## src/design/aabb_pkg.sv

```systemverilog
// Shared types and constants for the box table overlap query block.
// No dependencies.
package aabb_pkg;

	localparam int CAPACITY   = 32;
	localparam int COORD_BITS = 16;
	localparam int FIELD_BITS = 16;
	localparam int SLOT_BITS  = 5;
	localparam int MASK_BITS  = 32;
	localparam int IDX_BITS   = (CAPACITY > 1) ? $clog2(CAPACITY) : 1;
	localparam int CNT_BITS   = $clog2(CAPACITY + 1);
	localparam int CMP_BITS   = (CNT_BITS > SLOT_BITS) ? CNT_BITS : SLOT_BITS;

	localparam logic [2:0] CMD_INSERT      = 3'd0;
	localparam logic [2:0] CMD_UPDATE      = 3'd1;
	localparam logic [2:0] CMD_ERASE_MATCH = 3'd2;
	localparam logic [2:0] CMD_ERASE_INDEX = 3'd3;
	localparam logic [2:0] CMD_CLEAR       = 3'd4;
	localparam logic [2:0] CMD_OVERLAP     = 3'd5;
	localparam logic [2:0] CMD_CONTAINED   = 3'd6;
	localparam logic [2:0] CMD_MEMBER      = 3'd7;

	localparam logic [1:0] STAT_OK       = 2'd0;
	localparam logic [1:0] STAT_FULL     = 2'd1;
	localparam logic [1:0] STAT_NO_MATCH = 2'd2;
	localparam logic [1:0] STAT_BAD_IDX  = 2'd3;

	typedef logic [COORD_BITS-1:0] coord_t;

	typedef struct packed {
		coord_t lx;
		coord_t ly;
		coord_t lz;
		coord_t hx;
		coord_t hy;
		coord_t hz;
	} box_t;

	typedef struct packed {
		logic [2:0]            cmd;
		logic [FIELD_BITS-1:0] low_x;
		logic [FIELD_BITS-1:0] low_y;
		logic [FIELD_BITS-1:0] low_z;
		logic [FIELD_BITS-1:0] high_x;
		logic [FIELD_BITS-1:0] high_y;
		logic [FIELD_BITS-1:0] high_z;
		logic [SLOT_BITS-1:0]  slot;
	} req_t;

	typedef struct packed {
		logic [MASK_BITS-1:0] hit_mask;
		logic                 any_hit;
		logic [5:0]           hit_count;
		logic [5:0]           entries_used;
		logic [1:0]           status;
	} rsp_t;

	typedef struct packed {
		logic cap_en;
		logic wr_en;
		logic live;
	} cell_ctl_t;

endpackage

```

## src/design/aabb_cell.sv

```systemverilog
// One table entry: stored box, compare against the broadcast query box,
// and a link in the first-match chain. Depends on aabb_pkg.
module aabb_cell import aabb_pkg::*; (
	input  logic      clk,
	input  logic      arst_n,
	input  cell_ctl_t ctl,
	input  logic [2:0] mode,
	input  box_t      qry,
	input  box_t      wr_box,
	input  logic      seen_in,
	output box_t      box,
	output logic      hit,
	output logic      first,
	output logic      seen_out
);

	box_t box_q;
	logic hit_q;
	logic hit_d;
	logic ovl, cnt, eq;

	always_ff @(posedge clk) begin
		if (ctl.wr_en) begin
			box_q <= wr_box;
		end
	end

	assign ovl = (box_q.hx >= qry.lx) && (box_q.lx <= qry.hx) &&
	             (box_q.hy >= qry.ly) && (box_q.ly <= qry.hy) &&
	             (box_q.hz >= qry.lz) && (box_q.lz <= qry.hz);
	assign cnt = (box_q.hx <= qry.hx) && (box_q.lx >= qry.lx) &&
	             (box_q.hy <= qry.hy) && (box_q.ly >= qry.ly) &&
	             (box_q.hz <= qry.hz) && (box_q.lz >= qry.lz);
	assign eq  = (box_q == qry);

	always_comb begin
		case (mode)
			CMD_OVERLAP:   hit_d = ovl;
			CMD_CONTAINED: hit_d = cnt;
			default:       hit_d = eq;
		endcase
	end

	always_ff @(posedge clk or negedge arst_n) begin
		if (!arst_n) begin
			hit_q <= 1'b0;
		end else if (ctl.cap_en) begin
			hit_q <= hit_d;
		end
	end

	assign box      = box_q;
	assign hit      = hit_q & ctl.live;
	assign first    = hit & ~seen_in;
	assign seen_out = seen_in | hit;

endmodule

```

## config.mk

```make
export PLATFORM = sky130hd
export DESIGN_NAME = aabb_cell
export DESIGN_NICKNAME = d
export VERILOG_FILES = /design/src/design/aabb_pkg.sv /design/src/design/aabb_cell.sv
export SDC_FILE = /design/constraint.sdc
export NUM_CORES = 1
export LEC_CHECK = 0
export ABC_AREA = 1
export ABC_CLOCK_PERIOD_IN_PS = 2000
export BUFFER_PORTS_ARGS = -buffer_cell sky130_fd_sc_hd__buf_2
export CAP_MARGIN = 15
export CORE_MARGIN = 5
export CORE_UTILIZATION = 50
export DETAILED_ROUTE_END_ITERATION = 12
export PLACE_DENSITY_LB_ADDON = 0.2
export REMOVE_ABC_BUFFERS = 1
export SYNTH_ARGS = -nofsm -noshare
export SYNTH_HDL_FRONTEND = slang
export SYNTH_SLANG_ARGS = --single-unit
export TNS_END_PERCENT = 50
```

## constraint.sdc

```tcl
create_clock -name clk -period 2 [get_ports clk]
set_input_delay 0.1 -clock clk [delete_from_list [all_inputs] [get_ports clk]]
set_output_delay 0.1 -clock clk [all_outputs]
set_load 0.1 [all_outputs]
```

==> impl_metrics.csv, run 1 <==
group,metric,value,unit
timing,worst_slew_margin_rel,0.656,
clocking,tritoncts,"done",
final_layout,seq_area,2910,sq um
placed_design,globalplace.congestion,0.901,
placed_design,dp_hpwl,18600,microns
clocking,clock_tree.root_cell,"sky130_fd_sc_hd__clkbuf_16",
drt,drt-wirelength-per-cell,15.9,microns
drt,detailedRoute.firstPassIterationCount,5,
pwr,cell_pwr_density,681,nW/um^2
final_layout,final_cell_area,11100,sq um
yosys,synth_ff_type,"sky130_fd_sc_hd__edfxtp_1",
yosys,syn_inst,859,
floorplan,design.die.area,18100,sq um
setup_path,timing.critical_path.required,2.28,ns
yosys,syn-mean-instance-area,9.02,sq um
final_layout,fraction_of_layout_instances_using_a_drive_strength_above_1,0.278,
setup_path,worst_path_max_delay_cell,"sky130_fd_sc_hd__edfxtp_1",
timing,fin_worst_skew,0.00911,ns
placed_design,dp_cells,1352,
pwr,design_power_total,0.00753,W
global_routing,global_route_wire_length_before_repair,36000,microns
drt,route.vias.total,7307,
placed_design,io_buffers,299,
yosys,syn-cell-area,7750,sq um
drt,dr.first_iter.drc_count,361,
floorplan,start_util,0.510,
drt,drtAntennaViolNets,0,
timing,final-setup-viol-count,0,
setup_path,rrSetupSlack,0.11,ns
drt,wirelength,23300,microns
timing,hold_slack,0.0489,ns
final_layout,area.growth.synth_to_final,42.5,%
yosys,synth_top_area_frac,0.372,
hold_path,hold_class,"in2reg",
final_layout,layout.filler_cells,1149,
floorplan,fp-row-count,45,
clocking,number_of_clock_sinks_seen_by_cts,97,
clocking,cts_made_buffers,9,
setup_path,critPathMaxStageDelay,0.52,ns
final_layout,final_design_utilization,0.727,
timing,layout_min_cycle_time,1.89,ns
clocking,path_clk_slew,0.06,ns
yosys,synth_largest_area_cell,"sky130_fd_sc_hd__edfxtp_1",
setup_path,setup.worst_path.class,"reg2reg",
final_layout,post_layout_nonfiller_instances,1469,
floorplan,num_io_pins,300,
clocking,cts_max_path_buffers,2,
pwr,vdd_ir_drop_max,0.000461,V
timing,achievable-frequency,528,MHz
global_routing,globalRouteOverflowTotal,0,
setup_path,critical_path_arrival,2.17,ns
timing,actual_transition_at_the_worst_max_transition_pin,0.519,ns
global_routing,grt_pass1_vias,7395,
drt,drt_drc_violations_left,0,
yosys,ys_seq_elements,97,
timing,timing.final.max_slew_violations,0,
setup_path,cp_endpoint_kind,"register",
placed_design,post_dp_cell_area,9540,sq um
drt,post_drt_via_cell_ratio,4.97,
clocking,clock_tree.htree_level_count,3,
yosys,synth_seq_area_share,0.375,
run,cap_viol_max_count,0,
yosys,most_instantiated_cells_after_synthesis,"sky130_fd_sc_hd__ha_1, sky130_fd_sc_hd__nand2_1, sky130_fd_sc_hd__inv_1, sky130_fd_sc_hd__edfxtp_1, sky130_fd_sc_hd__a21oi_1",
floorplan,core_area,15200,sq um
global_routing,number_of_antenna_violations_at_the_first_check_in_global_routing,0,
yosys,netlist-cell-type-count,21,
floorplan,dieWidth,135,microns
final_layout,multi_input_gate_area,4440,sq um
setup_path,setup.worst_path.start_class,"register",
setup_path,path_common_cell,"sky130_fd_sc_hd__nand2_1",
pwr,p_leak,5.85,nW
timing,hold_viol,0,
clocking,clk_latency,0.35,ns
status,status,"finished clean",
yosys,post_synth_edffs,96,
yosys,share_of_flip_flops_with_an_asynchronous_set_or_reset,0.0103,
global_routing,grtUsageTotal,0.250,
global_routing,maximum_number_of_pins_on_one_net_before_global_route_repair,36,
timing,final.period_utilization,0.947,
setup_path,timing.critical_path.cells,"ha_4, nand2_1, nor2_2, nand3_2, buf_4, nor3_1, nand3_1, nand2_1, nor2_1, a21oi_2",
final_layout,final_nets,1669,
yosys,warnings_from_yosys,0,
floorplan,die_height,135,microns
setup_path,worst-path-max-fanout,3,
yosys,yosys.cell_count.top_type,"sky130_fd_sc_hd__ha_1",
yosys,yosys-top-cells-area,"sky130_fd_sc_hd__edfxtp_1, sky130_fd_sc_hd__ha_1, sky130_fd_sc_hd__nand2_1",
==> through the flow <==
stage	setup WS, ns	TNS [ns]
final	0.105	0
after global routing	-0.0282	-0.0282
after CTS	0.0263	0
after detailed placement	0.0622	0
after global placement	0.0888	0
after floorplan	-0.262	-0.262
==> power breakdown <==
part,switching (W),internal (W)
Sequential,0.000155,0.00242
Combinational,0.00207,0.000875
Clock,0.000788,0.00122
Total,0.00301,0.00452
==> flip-flops by register name, indices dropped and copies added (netlist names) <==
name,flops
box,96
hit_q,1
==> cells by family (layout without fill, tap and decap cells) <==
family	after synthesis	in the layout	synth area share
AOI/OAI and AO/OA	126	126	0.0872
adders and majority gates	192	192	0.310
buffers and inverters	153	574	0.0741
DFF	97	97	0.375
other	0	1	0
and+or+nand+nor	291	291	0.154
==> critical path: cells and delay by family (launching register included) <==
| kind | cells | cell delay, ns |
|---|---|---|
| compound gates | 1 | 0.10 |
| fa+ha+maj | 1 | 0.33 |
| buf+inv | 1 | 0.16 |
| flops | 1 | 0.52 |
| simple gates | 7 | 0.69 |
==> area by class of cell <==
| type | instances | share of cell area |
|---|---|---|
| multi-input combinational | 609 | 0.401 |
| clock inverter | 6 | 0.0102 |
| tap | 188 | 0.0213 |
| antenna | 1 | 0.000226 |
| timing repair buffer | 406 | 0.231 |
| inverter | 153 | 0.0520 |
| clock buffer | 9 | 0.0204 |
| sequential | 97 | 0.263 |
==> metal layers <==
| layer | vias up | wire, microns | part of all wire | global-route usage |
|---|---|---|---|---|
| met4 | 0 | 394 | 0.017 | 0.0600 |
| met2 | 268 | 11800 | 0.50 | 0.454 |
| met3 | 33 | 1610 | 0.069 | 0.0555 |
| met5 | - | 0 | 0 | 0 |
| li1 | 3749 | - | - | - |
| met1 | 3257 | 9540 | 0.41 | 0.303 |
==> cells in the final DEF (no fill, tap or decap), types with 2 or more instances in the layout <==
| cell type | count |
|---|---|
| sky130_fd_sc_hd__nor2_2 | 8 |
| sky130_fd_sc_hd__a21oi_2 | 5 |
| sky130_fd_sc_hd__a21oi_1 | 84 |
| sky130_fd_sc_hd__nand2_2 | 3 |
| sky130_fd_sc_hd__edfxtp_1 | 96 |
| sky130_fd_sc_hd__nand3_1 | 27 |
| sky130_fd_sc_hd__nor3_1 | 5 |
| sky130_fd_sc_hd__inv_1 | 153 |
| sky130_fd_sc_hd__nor2_1 | 42 |
| sky130_fd_sc_hd__nand4_1 | 10 |
| sky130_fd_sc_hd__buf_4 | 10 |
| sky130_fd_sc_hd__nand3_2 | 2 |
| sky130_fd_sc_hd__bufinv_16 | 3 |
| sky130_fd_sc_hd__inv_6 | 2 |
| sky130_fd_sc_hd__o21a_1 | 8 |
| sky130_fd_sc_hd__nand2_1 | 187 |
| sky130_fd_sc_hd__o21bai_1 | 5 |
| sky130_fd_sc_hd__o21ai_0 | 21 |
| sky130_fd_sc_hd__buf_2 | 298 |
| sky130_fd_sc_hd__clkbuf_16 | 9 |
| sky130_fd_sc_hd__nor3_2 | 3 |
| sky130_fd_sc_hd__dlygate4sd3_1 | 97 |
| sky130_fd_sc_hd__ha_1 | 184 |
| sky130_fd_sc_hd__ha_4 | 8 |
==> path summary, 6_finish.rpt <==
path	from	endpoint	cells past startpoint
setup reg to reg	box[79]$_DFFE_PP_	hit_q$_DFFE_PN0P_	10
min in group asynchronous	arst_n	hit_q$_DFFE_PN0P_	2
setup / recovery	box[79]$_DFFE_PP_	hit_q$_DFFE_PN0P_	10
max in group asynchronous	arst_n	hit_q$_DFFE_PN0P_	2
hold / removal	ctl[2]	hit_q$_DFFE_PN0P_	3
hold reg to reg	hit_q$_DFFE_PN0P_	hit_q$_DFFE_PN0P_	2
==> repair_timing <==
action / 4_1_cts / 5_1_grt
hold endpoints to repair: 97 / 0
endpoints found under the setup margin: 0 / 1
setup buffers: 0 / 4
hold buffers: 97 / 0
gates resized for setup: 0 / 26
Note: power is estimated with default switching activity, not from simulation.
==> run 2, diff against run 1 <==
==> constraint.sdc (replaced) <==
create_clock -name clk -period 2 [get_ports clk]
set_input_delay 0.2 -clock clk [delete_from_list [all_inputs] [get_ports clk]]
set_output_delay 0.2 -clock clk [all_outputs]
set_load 0.1 [all_outputs]
==> impl_metrics.csv, run 2 (synthesis results as in run 1) <==
group,metric,value,unit
status,status,"finished clean",
final_layout,final_cell_mix,"sky130_fd_sc_hd__buf_2, sky130_fd_sc_hd__nand2_1, sky130_fd_sc_hd__ha_1, sky130_fd_sc_hd__inv_1, sky130_fd_sc_hd__edfxtp_1",
clocking,clock_tree.htree_level_count,3,
floorplan,design.die.area,18100,sq um
timing,fin_worst_skew,0.00575,ns
run,cap_viol_max_count,0,
placed_design,dp_hpwl,18800,microns
timing,layout_min_cycle_time,1.88,ns
timing,hold_slack,0.0157,ns
setup_path,cp_endpoint_kind,"register",
clocking,path_clk_slew,0.07,ns
setup_path,critical_path_arrival,2.16,ns
global_routing,grt_pass1_vias,6961,
floorplan,start_util,0.510,
drt,drt_drc_violations_left,0,
setup_path,setup.worst_path.class,"reg2reg",
global_routing,globalRouteOverflowTotal,0,
floorplan,core_area,15200,sq um
clocking,clk_latency,0.35,ns
pwr,p_leak,5.46,nW
hold_path,timing.hold.worst_endpoint,"box[82]$_DFFE_PP_",
timing,hold_viol,0,
setup_path,setup.worst_path.start_class,"register",
global_routing,maximum_number_of_pins_on_one_net_before_global_route_repair,31,
final_layout,fraction_of_layout_instances_using_a_drive_strength_above_1,0.293,
floorplan,fp-row-count,45,
drt,m1WireLength,9350,microns
final_layout,largest_register_ffs,96,
setup_path,r2r_cells,9,
timing,actual_transition_at_the_worst_max_transition_pin,0.521,ns
drt,met3RoutedLength,1650,microns
final_layout,area.growth.synth_to_final,29.5,%
clocking,cts_max_path_buffers,2,
drt,routed-wl-met2,10500,microns
setup_path,timing.critical_path.required,2.28,ns
timing,final-setup-viol-count,0,
timing,worst_slew_margin_rel,0.655,
setup_path,rrSetupSlack,0.12,ns
global_routing,number_of_antenna_violations_at_the_first_check_in_global_routing,1,
drt,route.vias.total,6862,
floorplan,num_io_pins,300,
drt,detailedRoute.firstPassIterationCount,4,
floorplan,die_height,135,microns
timing,achievable-frequency,532,MHz
placed_design,preCtsSetupSlack,0.0744,ns
drt,post_drt_via_cell_ratio,4.99,
clocking,cts_made_buffers,9,
drt,drt-wirelength-per-cell,16.0,microns
drt,dr.first_iter.drc_count,276,
global_routing,grtUsageTotal,0.237,
timing,final.period_utilization,0.941,
final_layout,final_nets,1575,
hold_path,min_path_cells,1,
clocking,number_of_clock_sinks_seen_by_cts,97,
timing,setup_tns,0,ns
timing,timing.final.max_slew_violations,0,
global_routing,global_route_wire_length_before_repair,33900,microns
clocking,tritoncts,"done",
setup_path,regToRegStartpoint,"box[79]$_DFFE_PP_",
pwr,vdd_ir_drop_max,0.000517,V
drt,drtAntennaViolNets,0,
final_layout,layout.cells.most_common,"sky130_fd_sc_hd__buf_2",
placed_design,io_buffers,299,
placed_design,globalplace.congestion,0.889,
pwr,cell_pwr_density,731,nW/um^2
floorplan,dieWidth,135,microns
pwr,design_power_total,0.00734,W
setup_path,reg2reg_to,"hit_q$_DFFE_PN0P_",
timing,final_critical_path_setup_slack,0.119,ns
hold_path,timing.hold.worst.start,"wr_box[82]",
hold_path,hold_class,"in2reg",
clocking,clock_tree.root_cell,"sky130_fd_sc_hd__clkbuf_16",
drt,highest_routing_layer_actually_used,"met4",
drt,wirelength,22000,microns
setup_path,worst-path-max-fanout,3,
timing,rsz0062_at_grt,"true",
## run 2: changes by cell type in the layout (fill, tap and decap cells not counted), sizes merged
cell,previous run,this run
buf,309,311
inv,155,153
dlygate4sd3,97,1
clkinvlp,0,1
clkinv,1,2
## run 2: layer usage
metal,GRT usage,up-vias
met1,0.298,3002
met5,0,-
li1,-,3567
met2,0.405,259
met3,0.0570,34
met4,0.0718,0
## run 2: worst max-delay path by stage
stage | from | to | slack, ns | depth (start not counted)
5_1_grt | box[63]$_DFFE_PP_ | hit_q$_DFFE_PN0P_ | -0.03 | 13
3_3_place_gp | box[31]$_DFFE_PP_ | hit_q$_DFFE_PN0P_ | 0.11 | 9
4_1_cts | box[27]$_DFFE_PP_ | hit_q$_DFFE_PN0P_ | 0.06 | 9
3_5_place_dp | box[27]$_DFFE_PP_ | hit_q$_DFFE_PN0P_ | 0.07 | 9
2_1_floorplan | box[80]$_DFFE_PP_ | hit_q$_DFFE_PN0P_ | -0.26 | 11
6_report | box[79]$_DFFE_PP_ | hit_q$_DFFE_PN0P_ | 0.12 | 9
## run 2: cell type report
type / count / area (sq um)
Antenna cell: 1 / 2.50
Clock buffer: 9 / 225
Clock inverter: 6 / 108
Fill cell: 1276 / 5170
Inverter: 153 / 574
Multi-Input combinational cell: 609 / 4360
Sequential cell: 97 / 2910
Tap cell: 188 / 235
Timing Repair Buffer: 312 / 1620
## run 2: through the flow
stage,cells,utilization,instance area (sq um)
global placement,1352,0.629,9560
detailed placement,1352,0.629,9560
global route,1375,0.660,10000
finish,1375,0.660,10000
CTS,1368,0.651,9900
floorplan,859,-,7750
## run 2: timing repair
action / 4_1_cts / 5_1_grt
hold endpoints to repair: 1 / 0
buffers inserted: 0 / 6
hold buffers: 1 / 0
resized for setup: 0 / 15
endpoints found under the setup margin: 0 / 1
## run 2: where the power goes
group / total (W) / switching, W / internal [W]
sequential: 0.00257 / 0.000149 / 0.00242
combinational: 0.00277 / 0.00203 / 0.000745
clock: 0.00200 / 0.000783 / 0.00121
total: 0.00734 / 0.00296 / 0.00438
## run 2: critical path, cell delays in order, from the launching register on
cell and delay (ns):
sky130_fd_sc_hd__edfxtp_1 0.48, sky130_fd_sc_hd__ha_1 0.36, sky130_fd_sc_hd__nand2_2 0.09, sky130_fd_sc_hd__nor4_4 0.34
sky130_fd_sc_hd__nand3_1 0.12, sky130_fd_sc_hd__nand2_1 0.09, sky130_fd_sc_hd__nand2_1 0.05, sky130_fd_sc_hd__nor2_1 0.08
sky130_fd_sc_hd__nand3_1 0.08, sky130_fd_sc_hd__a21oi_2 0.11
==> run 3, diff against run 2 <==
--- a/config.mk
+++ b/config.mk
@@ -14,5 +14,4 @@
 export DETAILED_ROUTE_END_ITERATION = 12
 export PLACE_DENSITY_LB_ADDON = 0.2
-export REMOVE_ABC_BUFFERS = 1
 export SYNTH_ARGS = -nofsm -noshare
 export SYNTH_HDL_FRONTEND = slang
==> constraint.sdc (replaced) <==
create_clock -name clk -period 2 [get_ports clk]
set_input_delay 0.4 -clock clk [delete_from_list [all_inputs] [get_ports clk]]
set_output_delay 0.4 -clock clk [all_outputs]
set_load 0.1 [all_outputs]
==> impl_metrics.csv, run 3 (synthesis results as in run 1) <==
group,metric,value,unit
clocking,clk_latency,0.35,ns
timing,achievable-frequency,520,MHz
drt,drtAntennaViolNets,0,
setup_path,setup.worst_path.start_class,"register",
setup_path,timing.critical_path.cells,"ha_1, nand2_1, nor2_1, nand3_2, a21oi_1, nor2_1, a21oi_2, nand2_1, nor2_1, nor2_1, a21oi_2",
timing,hold_viol,0,
floorplan,die_height,135,microns
yosys,syn-num-nets,1252,
global_routing,globalRouteOverflowTotal,0,
timing,timing.final.max_slew_violations,0,
final_layout,final_cell_mix,"sky130_fd_sc_hd__buf_2, sky130_fd_sc_hd__nand2_1, sky130_fd_sc_hd__ha_1, sky130_fd_sc_hd__inv_1, sky130_fd_sc_hd__edfxtp_1",
global_routing,maximum_number_of_pins_on_one_net_before_global_route_repair,97,
global_routing,grtUsageTotal,0.230,
setup_path,worst_path_max_delay_cell,"sky130_fd_sc_hd__edfxtp_1",
global_routing,number_of_antenna_violations_at_the_first_check_in_global_routing,0,
clocking,clock_tree.root_cell,"sky130_fd_sc_hd__clkbuf_16",
drt,route.vias.total,6932,
final_layout,largest_register_ffs,96,
setup_path,timing.critical_path.required,2.28,ns
final_layout,final_design_utilization,0.666,
floorplan,num_io_pins,300,
floorplan,core_area,15200,sq um
clocking,cts_max_path_buffers,2,
placed_design,preCtsSetupSlack,-0.0164,ns
run,cap_viol_max_count,0,
clocking,path_clk_slew,0.07,ns
setup_path,setup.worst_path.class,"reg2reg",
timing,layout_min_cycle_time,1.92,ns
final_layout,final_nets,1578,
clocking,cts_made_buffers,9,
setup_path,cp_endpoint_kind,"register",
clocking,number_of_clock_sinks_seen_by_cts,97,
placed_design,globalplace.congestion,0.899,
placed_design,io_buffers,299,
setup_path,critPathMaxStageDelay,0.46,ns
final_layout,fraction_of_layout_instances_using_a_drive_strength_above_1,0.305,
drt,dr.first_iter.drc_count,261,
final_layout,layout.cells.most_common,"sky130_fd_sc_hd__buf_2",
timing,actual_transition_at_the_worst_max_transition_pin,0.585,ns
floorplan,start_util,0.510,
hold_path,hold_class,"in2reg",
timing,final_critical_path_setup_slack,0.0781,ns
clocking,clock_tree.htree_level_count,3,
floorplan,dieWidth,135,microns
drt,post_drt_via_cell_ratio,5.03,
floorplan,design.die.area,18100,sq um
drt,drt_drc_violations_left,0,
drt,detailedRoute.firstPassIterationCount,4,
drt,wirelength,21700,microns
setup_path,critical_path_arrival,2.21,ns
status,status,"finished clean",
final_layout,antennaDiodeCount,0,
global_routing,grt_pass1_vias,6928,
clocking,tritoncts,"done",
setup_path,path_common_cell,"sky130_fd_sc_hd__nor2_1",
final_layout,area.growth.synth_to_final,30.6,%
drt,drt-wirelength-per-cell,15.8,microns
placed_design,dp_hpwl,18300,microns
timing,final.period_utilization,0.961,
floorplan,fp-row-count,45,
timing,worst_slew_margin_rel,0.610,
global_routing,global_route_wire_length_before_repair,33000,microns
pwr,cell_pwr_density,704,nW/um^2
timing,rsz0062_at_grt,"true",
setup_path,worst-path-max-fanout,3,
timing,fin_worst_skew,0.00673,ns
pwr,vdd_ir_drop_max,0.000429,V
timing,final-setup-viol-count,0,
timing,setup_tns,0,ns
pwr,p_leak,5.45,nW
-- run 3: cell types whose count changed in the layout (fill, tap and decap cells not counted), sizes merged --
cell      change
buf           +3
bufinv        -2
clkbuf        +1
clkinvlp      +1
diode         -1
inv           +1
-- run 3: through the flow --
step           hold slack [ns]  area, sq um  total power [W]  instances
6_report                 0.216        10100          0.00712       1378
5_1_grt                  0.204        10100          0.00753       1378
4_1_cts                  0.204         9870          0.00708       1372
3_5_place_dp             0.181         9570          0.00533       1355
3_3_place_gp             0.177         9570          0.00528       1355
2_1_floorplan            0.104         7750          0.00461        859
-- run 3: metal layers --
| metal | track usage | vias to the layer above | part of all wire |
|---|---|---|---|
| met5 | 0 | - | 0 |
| met4 | 0.0713 | 0 | 0.024 |
| met3 | 0.0425 | 35 | 0.070 |
| met2 | 0.404 | 245 | 0.48 |
| met1 | 0.289 | 3081 | 0.42 |
| li1 | - | 3571 | - |
-- run 3: report_power, final --
| group | switching, W | internal (W) |
|---|---|---|
| clock network | 0.000768 | 0.000974 |
| registers | 0.000165 | 0.00242 |
| logic | 0.00203 | 0.000766 |
-- run 3: worst paths after layout --
path / depth (start not counted) / end / from / slack [ns]
min: 1 / box[31]$_DFFE_PP_ / wr_box[31] / 0.22
min in group asynchronous: 2 / hit_q$_DFFE_PN0P_ / arst_n / 0.41
max reg2reg: 11 / hit_q$_DFFE_PN0P_ / box[89]$_DFFE_PP_ / 0.08
min reg2reg: 2 / hit_q$_DFFE_PN0P_ / hit_q$_DFFE_PN0P_ / 0.60
max in group asynchronous: 2 / hit_q$_DFFE_PN0P_ / arst_n / 1.50
max: 11 / hit_q$_DFFE_PN0P_ / box[89]$_DFFE_PP_ / 0.08
-- run 3: repair_timing --
| item | in CTS | in global routing |
|---|---|---|
| setup buffers | 0 | 6 |
| setup endpoints to repair | 0 | 1 |
| hold buffers | 1 | 0 |
| resized for setup | 0 | 29 |
| hold endpoints to repair | 1 | 0 |
-- run 3: critical path: cells and delay by family, from the launching register on --
kind                       cells  cell delay, ns
and+or+nand+nor                7            0.66
DFF                            1            0.46
AOI/OAI and AO/OA              3            0.41
adders and majority gates      1            0.33
-- run 3: layout make-up --
class	instances	area (sq um)
fillers	1293	5080
multi-input cells	609	4470
flip-flops and latches	97	2910
repair buffers	315	1640
inverters	153	574
well taps	188	235
clock buffers	10	229
clock inverters	6	67.6
